File: config.mk
export PLATFORM = sky130hd
export DESIGN_NAME = random_draw_without_replacement
export DESIGN_NICKNAME = d
export VERILOG_FILES = /design/src/rtl/rdwr_pkg.sv /design/src/rtl/rdwr_divmod.sv /design/src/rtl/rdwr_pool.sv /design/src/rtl/random_draw_without_replacement.sv
export SDC_FILE = /design/constraint.sdc
export NUM_CORES = 2
export LEC_CHECK = 0
export BUFFER_PORTS_ARGS = -buffer_cell sky130_fd_sc_hd__buf_2
export CELL_PAD_IN_SITES_DETAIL_PLACEMENT = 1
export CELL_PAD_IN_SITES_GLOBAL_PLACEMENT = 1
export CORE_ASPECT_RATIO = 0.9
export CORE_MARGIN = 5
export CORE_UTILIZATION = 30
export CTS_BUF_LIST = sky130_fd_sc_hd__clkbuf_2
export CTS_CLUSTER_DIAMETER = 60
export DETAILED_ROUTE_END_ITERATION = 10
export HOLD_SLACK_MARGIN = 0.1
export PLACE_DENSITY_LB_ADDON = 0.1
export SYNTH_ARGS = -nofsm -noshare
export SYNTH_HDL_FRONTEND = slang
export SYNTH_SLANG_ARGS = --single-unit
export TNS_END_PERCENT = 10
File: constraint.sdc
create_clock -name clock -period 33.1 [get_ports clock]
set_clock_uncertainty 0.2 [all_clocks]
set_input_delay 3.31 -clock clock [delete_from_list [all_inputs] [get_ports clock]]
set_output_delay 3.31 -clock clock [all_outputs]
set_load 0.02 [all_outputs]
File: src/rtl/rdwr_pkg.sv
// Shared types and constants for the random draw without replacement block.
// Used by rdwr_pool and by the top level; no other dependencies.
`default_nettype none

package rdwr_pkg;

   // Default parameter values for the top level.
   localparam int POOL_DEPTH_DEFAULT  = 256;
   localparam int RANDOM_BITS_DEFAULT = 31;

   // Fixed field widths.
   localparam int VALUE_W = 8;
   localparam int CFG_W   = 9;

   // Register indexes, selected by bit 2 of the byte address.
   localparam logic REG_POOL_SIZE    = 1'b0;
   localparam logic REG_SAMPLE_COUNT = 1'b1;

   // Commands from the draw controller to the pool sequencer.
   typedef struct packed {
      logic reload;
      logic extract;
   } pool_cmd_type;

endpackage : rdwr_pkg

`default_nettype wire

File: src/rtl/rdwr_divmod.sv
// Bit-serial restoring remainder unit: dividend mod divisor, one bit per cycle.
// Standalone; takes no package items.
`default_nettype none

module rdwr_divmod #(
   parameter int RW = 31,   // dividend bits
   parameter int CW = 9,    // divisor bits
   parameter int IW = 8     // remainder bits (remainder is below the divisor)
) (
   input  wire logic          clock,
   input  wire logic          reset,
   input  wire logic          start,
   input  wire logic [RW-1:0] dividend,
   input  wire logic [CW-1:0] divisor,
   output logic               busy,
   output logic [IW-1:0]      remainder
);

   localparam int SW = (RW > 1) ? $clog2(RW) : 1;

   logic          busy_ff;
   logic [SW-1:0] step_ff;
   logic [RW-1:0] shift_ff;
   logic [CW-1:0] part_ff;
   logic [CW-1:0] div_ff;
   logic [CW:0]   trial;
   logic [CW-1:0] part_in;

   // One restoring step: bring in the next dividend bit, subtract if it fits.
   always_comb begin
      trial = {part_ff, shift_ff[RW-1]};
      if (trial >= {1'b0, div_ff}) begin
         part_in = CW'(trial - {1'b0, div_ff});
      end else begin
         part_in = CW'(trial);
      end
   end

   // Step sequencer; the dividend is consumed MSB first.
   always_ff @(posedge clock) begin
      if (reset) begin
         busy_ff <= 1'b0;
      end else if (start) begin
         busy_ff  <= 1'b1;
         step_ff  <= '0;
         shift_ff <= dividend;
         part_ff  <= '0;
         div_ff   <= divisor;
      end else if (busy_ff) begin
         shift_ff <= {shift_ff[RW-2:0], 1'b0};
         part_ff  <= part_in;
         step_ff  <= step_ff + SW'(1);
         if (step_ff == SW'(RW - 1)) begin
            busy_ff <= 1'b0;
         end
      end
   end

   assign busy      = busy_ff;
   assign remainder = part_ff[IW-1:0];

endmodule : rdwr_divmod

`default_nettype wire

File: src/rtl/rdwr_pool.sv
// Pool memory and its sequencer: identity reload, and extraction of one entry
// with the later entries moved down one place. Depends on rdwr_pkg.
`default_nettype none

module rdwr_pool #(
   parameter int LIM = 256,                // usable pool entries
   parameter int CW  = $clog2(LIM + 1),    // count bits
   parameter int IW  = $clog2(LIM)         // index bits
) (
   input  wire logic                  clock,
   input  wire logic                  reset,
   input  wire rdwr_pkg::pool_cmd_type cmd,
   input  wire logic [CW-1:0]         count,    // n for reload, remaining for extract
   input  wire logic [IW-1:0]         pos,
   output logic                       busy,
   output logic [rdwr_pkg::VALUE_W-1:0] value
);

   import rdwr_pkg::*;

   typedef enum logic [1:0] {PL_IDLE, PL_FILL, PL_MOVE} pool_state_type;

   pool_state_type       state_ff;
   logic [CW-1:0]        cnt_ff;
   logic [CW-1:0]        lim_ff;
   logic [IW-1:0]        pos_ff;
   logic                 rd_vld_ff;
   logic [IW-1:0]        rd_addr_ff;
   logic [VALUE_W-1:0]   rdata_ff;
   logic [VALUE_W-1:0]   value_ff;
   logic [VALUE_W-1:0]   mem [LIM];

   logic                 rd_en;
   logic                 wr_en;
   logic [IW-1:0]        wr_addr;
   logic [VALUE_W-1:0]   wr_data;

   // Read issue while moving, and the single write port shared by fill and move.
   always_comb begin
      rd_en = (state_ff == PL_MOVE) && (cnt_ff < lim_ff);
      if (state_ff == PL_FILL) begin
         wr_en   = 1'b1;
         wr_addr = cnt_ff[IW-1:0];
         wr_data = VALUE_W'(cnt_ff[IW-1:0]);
      end else begin
         wr_en   = (state_ff == PL_MOVE) && rd_vld_ff && (rd_addr_ff != pos_ff);
         wr_addr = rd_addr_ff - IW'(1);
         wr_data = rdata_ff;
      end
   end

   // Pool storage with registered read data.
   always_ff @(posedge clock) begin
      if (wr_en) begin
         mem[wr_addr] <= wr_data;
      end
      if (rd_en) begin
         rdata_ff <= mem[cnt_ff[IW-1:0]];
      end
   end

   // Sequencer: fill writes one entry a cycle; move reads one entry a cycle and,
   // but for the drawn one, writes it back one place lower in the next cycle.
   always_ff @(posedge clock) begin
      if (reset) begin
         state_ff  <= PL_IDLE;
         rd_vld_ff <= 1'b0;
      end else begin
         rd_vld_ff <= 1'b0;
         unique case (state_ff)
            PL_IDLE: begin
               if (cmd.reload) begin
                  state_ff <= PL_FILL;
                  cnt_ff   <= '0;
                  lim_ff   <= count;
               end else if (cmd.extract) begin
                  state_ff <= PL_MOVE;
                  cnt_ff   <= CW'(pos);
                  pos_ff   <= pos;
                  lim_ff   <= count;
               end
            end
            PL_FILL: begin
               cnt_ff <= cnt_ff + CW'(1);
               if (cnt_ff + CW'(1) >= lim_ff) begin
                  state_ff <= PL_IDLE;
               end
            end
            PL_MOVE: begin
               if (rd_en) begin
                  rd_vld_ff  <= 1'b1;
                  rd_addr_ff <= cnt_ff[IW-1:0];
                  cnt_ff     <= cnt_ff + CW'(1);
               end else if (!rd_vld_ff) begin
                  state_ff <= PL_IDLE;
               end
               // The first entry read is the one drawn.
               if (rd_vld_ff && (rd_addr_ff == pos_ff)) begin
                  value_ff <= rdata_ff;
               end
            end
            default: begin
               state_ff <= PL_IDLE;
            end
         endcase
      end
   end

   assign busy  = (state_ff != PL_IDLE);
   assign value = value_ff;

endmodule : rdwr_pool

`default_nettype wire

File: src/rtl/random_draw_without_replacement.sv
// Top level of the random draw without replacement block: stream ports,
// register port, draw controller. Depends on rdwr_pkg, rdwr_divmod, rdwr_pool.
//
//   Channel | Ports                      | Contents
//   --------+----------------------------+----------------------------------------
//   req     | req_tvalid/tready/tdata/tuser | random_word, restart flag
//   rsp     | rsp_tvalid/tready/tdata/tlast | drawn_value, last_of_sample
//   csr     | csr_psel/penable/pwrite/...   | pool_size at 0x0, sample_count at 0x4
//
// A draw runs from the request transaction to a valid result in these steps: the
// bit-serial remainder of the used random bits, the move of the later entries one
// place down in the pool memory, and the handoff to the output register. When the
// pool reloads, the identity fill of n entries runs alongside the remainder. The next
// request can be taken in the same cycle that the result becomes valid.
// Reset is synchronous; after it the first draw reloads the pool. One draw is
// in flight at a time; a finished result waits in the output register while the
// next transaction is taken, and a stalled rsp side holds only the final step.
`default_nettype none

module random_draw_without_replacement #(
   parameter int POOL_DEPTH  = rdwr_pkg::POOL_DEPTH_DEFAULT,
   parameter int RANDOM_BITS = rdwr_pkg::RANDOM_BITS_DEFAULT
) (
   input  wire logic        clock,
   input  wire logic        reset,
   // Draw requests.
   input  wire logic        req_tvalid,
   output logic             req_tready,
   input  wire logic [31:0] req_tdata,    // [30:0] random_word, [31] zero
   input  wire logic        req_tuser,    // [0] restart
   // Draw results.
   output logic             rsp_tvalid,
   input  wire logic        rsp_tready,
   output logic [7:0]       rsp_tdata,    // [7:0] drawn_value
   output logic             rsp_tlast,    // last_of_sample
   // Register port.
   input  wire logic        csr_psel,
   input  wire logic        csr_penable,
   input  wire logic        csr_pwrite,
   input  wire logic [2:0]  csr_paddr,
   input  wire logic [31:0] csr_pwdata,
   output logic [31:0]      csr_prdata,
   output logic             csr_pready
);

   import rdwr_pkg::*;

   localparam int LIM = (POOL_DEPTH < 256) ? POOL_DEPTH : 256;
   localparam int CW  = $clog2(LIM + 1);
   localparam int IW  = $clog2(LIM);
   localparam int RW  = (RANDOM_BITS < 31) ? RANDOM_BITS : 31;

   typedef enum logic [1:0] {ST_IDLE, ST_RUN, ST_EXTRACT, ST_DELIVER} draw_state_type;

   draw_state_type     state_ff;
   logic [CFG_W-1:0]   pool_size_ff;
   logic [CFG_W-1:0]   sample_count_ff;
   logic [CW-1:0]      remaining_ff;
   logic [CW-1:0]      drawn_ff;
   logic               needs_reload_ff;
   logic               last_ff;
   logic               rsp_tvalid_ff;
   logic [VALUE_W-1:0] rsp_data_ff;
   logic               rsp_last_ff;

   logic               req_accept;
   logic               csr_write;
   logic               reload_now;
   logic               deliver;
   logic               needs_reload_in;
   logic               rsp_tvalid_in;
   logic [CFG_W-1:0]   n_wide;
   logic [CFG_W-1:0]   m_wide;
   logic [CW-1:0]      n_eff;
   logic [CW-1:0]      m_eff;
   logic               last_in;
   pool_cmd_type       pool_cmd;
   logic [CW-1:0]      pool_count;
   logic               pool_busy;
   logic [VALUE_W-1:0] pool_value;
   logic               div_busy;
   logic [IW-1:0]      div_rem;
   logic [CW-1:0]      div_divisor;

   // Effective pool and sample sizes, clamped to their legal ranges.
   always_comb begin
      if (pool_size_ff == '0) begin
         n_wide = CFG_W'(1);
      end else if (pool_size_ff > CFG_W'(LIM)) begin
         n_wide = CFG_W'(LIM);
      end else begin
         n_wide = pool_size_ff;
      end
      if (sample_count_ff == '0) begin
         m_wide = CFG_W'(1);
      end else if (sample_count_ff > n_wide) begin
         m_wide = n_wide;
      end else begin
         m_wide = sample_count_ff;
      end
      n_eff = CW'(n_wide);
      m_eff = CW'(m_wide);
   end

   // Handshakes and the reload decision for the incoming transaction.
   assign req_tready = (state_ff == ST_IDLE);
   assign req_accept = req_tvalid && req_tready;
   assign csr_write  = csr_psel && csr_penable && csr_pwrite;
   assign reload_now = needs_reload_ff || req_tuser || (remaining_ff == '0);

   // Commands to the pool and the remainder unit.
   always_comb begin
      pool_cmd.reload  = req_accept && reload_now;
      pool_cmd.extract = (state_ff == ST_RUN) && !pool_busy && !div_busy;
      pool_count       = pool_cmd.reload ? n_eff : remaining_ff;
      div_divisor      = reload_now ? n_eff : remaining_ff;
   end

   // The sample closes when m draws are done or the pool runs empty.
   assign last_in = ({1'b0, drawn_ff} + (CW + 1)'(1) >= {1'b0, m_eff})
                    || (remaining_ff == CW'(1));

   // Reload flag: a register write or a closed sample sets it, a reload at
   // request acceptance clears it.
   always_comb begin
      if (csr_write || ((state_ff == ST_EXTRACT) && !pool_busy && last_in)) begin
         needs_reload_in = 1'b1;
      end else if (req_accept && reload_now) begin
         needs_reload_in = 1'b0;
      end else begin
         needs_reload_in = needs_reload_ff;
      end
   end

   // Output valid: set when a result is loaded, cleared when it is taken.
   assign deliver = (state_ff == ST_DELIVER) && (!rsp_tvalid_ff || rsp_tready);

   always_comb begin
      if (deliver) begin
         rsp_tvalid_in = 1'b1;
      end else if (rsp_tvalid_ff && rsp_tready) begin
         rsp_tvalid_in = 1'b0;
      end else begin
         rsp_tvalid_in = rsp_tvalid_ff;
      end
   end

   rdwr_divmod #(
      .RW (RW),
      .CW (CW),
      .IW (IW)
   ) u_divmod (
      .clock     (clock),
      .reset     (reset),
      .start     (req_accept),
      .dividend  (req_tdata[RW-1:0]),
      .divisor   (div_divisor),
      .busy      (div_busy),
      .remainder (div_rem)
   );

   rdwr_pool #(
      .LIM (LIM),
      .CW  (CW),
      .IW  (IW)
   ) u_pool (
      .clock (clock),
      .reset (reset),
      .cmd   (pool_cmd),
      .count (pool_count),
      .pos   (div_rem),
      .busy  (pool_busy),
      .value (pool_value)
   );

   // Draw controller, register writes and the output register.
   always_ff @(posedge clock) begin
      if (reset) begin
         state_ff        <= ST_IDLE;
         pool_size_ff    <= CFG_W'(256);
         sample_count_ff <= CFG_W'(256);
         remaining_ff    <= '0;
         drawn_ff        <= '0;
         needs_reload_ff <= 1'b1;
         rsp_tvalid_ff   <= 1'b0;
      end else begin
         rsp_tvalid_ff   <= rsp_tvalid_in;
         needs_reload_ff <= needs_reload_in;
         // Any register write starts a fresh sample at the next draw.
         if (csr_write) begin
            unique case (csr_paddr[2])
               REG_POOL_SIZE:    pool_size_ff    <= csr_pwdata[CFG_W-1:0];
               REG_SAMPLE_COUNT: sample_count_ff <= csr_pwdata[CFG_W-1:0];
               default:          pool_size_ff    <= pool_size_ff;
            endcase
         end
         unique case (state_ff)
            ST_IDLE: begin
               if (req_accept) begin
                  state_ff <= ST_RUN;
                  if (reload_now) begin
                     remaining_ff <= n_eff;
                     drawn_ff     <= '0;
                  end
               end
            end
            ST_RUN: begin
               if (pool_cmd.extract) begin
                  state_ff <= ST_EXTRACT;
               end
            end
            ST_EXTRACT: begin
               if (!pool_busy) begin
                  state_ff     <= ST_DELIVER;
                  remaining_ff <= remaining_ff - CW'(1);
                  drawn_ff     <= drawn_ff + CW'(1);
                  last_ff      <= last_in;
               end
            end
            ST_DELIVER: begin
               if (deliver) begin
                  state_ff    <= ST_IDLE;
                  rsp_data_ff <= pool_value;
                  rsp_last_ff <= last_ff;
               end
            end
            default: begin
               state_ff <= ST_IDLE;
            end
         endcase
      end
   end

   // Register read-back.
   always_comb begin
      unique case (csr_paddr[2])
         REG_POOL_SIZE:    csr_prdata = 32'(pool_size_ff);
         REG_SAMPLE_COUNT: csr_prdata = 32'(sample_count_ff);
         default:          csr_prdata = '0;
      endcase
   end

   assign csr_pready = 1'b1;
   assign rsp_tvalid = rsp_tvalid_ff;
   assign rsp_tdata  = rsp_data_ff;
   assign rsp_tlast  = rsp_last_ff;

endmodule : random_draw_without_replacement

`default_nettype wire
==> impl_metrics.py <==
metrics = {
    "pwr": {
        "leakagePower_nw": 32.9,
        "power_density_mw_per_mm2": 82.0,
        "ir_drop_v": 0.0000585,
    },
    "synthesis": {
        "ys_seq_elements": 2206,
        "syn_inst": 4968,
        "synth_compound_area_frac": 0.0447,
        "synth_edf_count": 2162,
        "synth_cell_type_count": 75,
        "synthMuxAreaShare": 0.134,
        "avgSynthCellArea_um2": 17.9,
        "yosys.area_share.adder": 0.00850,
        "ys_seq_area_frac": 0.738,
        "synth_xor_xnor_area_share": 0.00363,
        "synth_area_mm2": 0.0892,
        "yosys.area_share.simple": 0.0469,
        "async_flop_share": 0,
        "yosys_warnings": 0,
        "synthFlopType": "edfxtp_1",
        "synth_top_family_by_area": "multiplexers",
    },
    "worst_setup_path": {
        "r2r_setup_slack_ns": 26.37,
        "startpoint_type": "input port",
        "crit_fanout": 13,
        "worstSetupPathType": "input port to output pin",
        "r2r_end": "u_pool.rdata_ff[3]",
        "r2r_cells": 11,
        "critPathRequiredTime_ns": 29.59,
        "cp_data_arrival_time_ns": 4.11,
        "reg2reg_from": "u_pool.cnt_ff[0]",
        "cp-end-kind": "output pin",
    },
    "worst_hold_path": {
        "hp-start": "u_pool.value[4]",
        "holdCritPathClass": "flop to flop",
        "whs_path_depth": 0,
        "min_delay_worst_endpoint": "rsp_tdata[4]",
    },
    "clocking": {
        "cts_tree": "yes",
        "cts_hold_buf": 0,
        "cts_sinks": 2206,
        "clk_latency_ns": 1.71,
        "cts_inserted_buffers": 611,
        "clk_path_buf_depth": 4,
        "cts-resized-gates": 0,
        "clkSlewWorstSetupHoldPaths_ns": 0.08,
        "clock-root-buffer": "clkbuf_2",
        "cts_setup_buffers": 0,
        "h-tree-depth": 6,
    },
    "final_layout": {
        "drive_gt1_frac": 0.258,
        "area_delta_synth_final_pct": 11.3,
        "nets": 5608,
        "utilization": 0.336,
        "final_cell_mix": "edfxtp_1 (2162), clkbuf_2 (918), mux2i_1 (367)",
        "final_common_cell": "edfxtp_1",
    },
    "floorplan": {
        "core.rowCount": 189,
        "pin_count": 119,
        "die_area_mm2": 0.308,
        "core_mm2": 0.295,
        "die_w_um": 585,
        "fp.dieH_um": 527,
        "initial_core_util": 0.302,
    },
    "detailed_routing": {
        "firstDrtPassIters": 5,
        "vias": 49200,
        "avgViaCountPerCell": 5.00,
        "ant_nets": 0,
        "drc": 0,
        "drt_iter0_drc": 3394,
        "wirelength_um": 287000,
        "wire_per_inst_um": 29.1,
    },
    "placement": {
        "gp_congestion": 0.756,
        "port_buffers": 68,
        "dp_hpwl_um": 171000,
    },
    "grt": {
        "grt_usage": 0.182,
        "grt_pass1_wl_um": 403000,
        "grt_antenna_before_repair": 24,
        "grt-ovfl-total": 0,
        "grt_pass1_vias": 52700,
        "grt_max_degree": 197,
    },
    "sta": {
        "slew_viol_final": 0,
        "hold_viol": 0,
        "post-route-min-period_ns": 7.62,
        "fin_tns_setup_ns": 0,
        "tightest_slew_ns": 1.30,
        "rsz0062_at_grt": "false",
        "post-route-period-util": 0.230,
        "setup_viol": 0,
        "fmax_mhz": 131,
        "max_slew_margin": 0.132,
    },
    "flow_run": {
        "maxCapViolCount": 0,
    },
    "run_status": {
        "status": "complete, no violations",
    },
}
[report_power, final]
part	internal, W	leakage [nW]	switching, W
logic	0.000734	8.88	0.00183
clock network	0.000837	4.24	0.00117
registers	0.00353	19.8	0.0000362
total	0.00510	32.9	0.00304
[how the worst max path moves through the flow]
stage                        from                to  slack, ns
3_5_place_dp         csr_paddr[2]     csr_prdata[3]      25.48
6_report             csr_paddr[2]     csr_prdata[3]      25.48
4_1_cts              csr_paddr[2]     csr_prdata[3]      25.48
3_3_place_gp         csr_paddr[2]     csr_prdata[4]      25.47
5_1_grt              csr_paddr[2]     csr_prdata[0]      25.46
2_1_floorplan  u_pool.state_ff[1]  u_pool.mem[0][3]      19.86
[cells in the mapped netlist (7+ instances only)]
master | n | share of area
edfxtp_1 | 2162 | 0.73
mux2i_1 | 367 | 0.041
nor2_1 | 364 | 0.015
mux4_2 | 304 | 0.077
nand2_1 | 304 | 0.013
a21oi_1 | 139 | 0.0078
nor3_1 | 124 | 0.0070
clkbuf_1 | 123 | 0.0052
o21ai_0 | 113 | 0.0063
o221ai_1 | 109 | 0.011
o22ai_1 | 96 | 0.0067
ha_1 | 59 | 0.0083
buf_2 | 57 | 0.0032
buf_4 | 56 | 0.0047
inv_1 | 53 | 0.0022
dfxtp_1 | 44 | 0.0099
mux4_1 | 43 | 0.013
nor4_1 | 39 | 0.0027
nand3_1 | 30 | 0.0017
a22oi_1 | 28 | 0.0024
buf_6 | 27 | 0.0034
mux2_2 | 27 | 0.0034
buf_1 | 25 | 0.0011
xor2_1 | 21 | 0.0021
a211oi_1 | 18 | 0.0015
nor2b_1 | 17 | 0.0012
xnor2_1 | 16 | 0.0016
nand2b_1 | 15 | 0.0011
o21a_1 | 13 | 0.0011
buf_12 | 12 | 0.0027
or3_1 | 11 | 0.00077
and3_1 | 10 | 0.00070
buf_8 | 10 | 0.0017
nand4_1 | 10 | 0.00070
a21o_1 | 7 | 0.00059
a221oi_1 | 7 | 0.00069
nor3b_1 | 7 | 0.00059
[cell type report]
| class | count | area (um2) |
|---|---|---|
| repair buffers | 181 | 1350 |
| diodes | 12 | 30.0 |
| clock buffers | 918 | 4590 |
| flip-flops and latches | 2206 | 65800 |
| inverters | 53 | 206 |
| clock inverters | 128 | 886 |
| multi-input cells | 2420 | 21500 |
| well taps | 3915 | 4900 |
| fillers | 30200 | 196000 |
[sequential cells by signal, indices dropped and copies added, names as in the netlist, 9 cells and up]
signal,cells
drawn_ff,9
u_divmod.div_ff,9
remaining_ff,9
sample_count_ff,9
pool_size_ff,9
u_divmod.part_ff,9
u_divmod.shift_ff,31
u_pool.mem,2048
u_pool.cnt_ff,9
u_pool.lim_ff,9
[through the flow]
stage / worst slack (ns) / power, W / hold slack (ns) / std cells / cell area (um2)
global placement: 25.47 / 0.00623 / 0.227 / 8775 / 93800
finish: 25.48 / 0.00814 / 0.244 / 9833 / 99300
floorplan: 19.86 / 0.00532 / 0.200 / 4990 / 89300
global route: 25.46 / 0.00857 / 0.244 / 9823 / 99300
detailed placement: 25.48 / 0.00626 / 0.218 / 8775 / 93800
CTS: 25.48 / 0.00831 / 0.233 / 9821 / 99300
[per-layer routing]
layer / part of all wire / track usage / up-vias / wire (um)
met5: 0.00035 / 0 / - / 101
met4: 0.022 / 0.0481 / 16 / 6330
met3: 0.050 / 0.0371 / 426 / 14400
met2: 0.47 / 0.289 / 1295 / 134000
met1: 0.46 / 0.255 / 26100 / 132000
li1: - / - / 21400 / -
[critical path, stage by stage]
cell    delay (ns)
buf_2         0.25
mux2_2        0.38
buf_2         0.16
[cells by family after synthesis]
| logic type | Yosys count |
|---|---|
| AO/OA/AOI/OAI | 600 |
| XOR/XNOR | 37 |
| adder cells (fa/ha/maj) | 60 |
| buffers and inverters | 364 |
| flip-flops | 2206 |
| multiplexers | 741 |
| other | 2 |
| AND/OR/NAND/NOR | 958 |
Note: power is estimated with default switching activity, not from simulation.
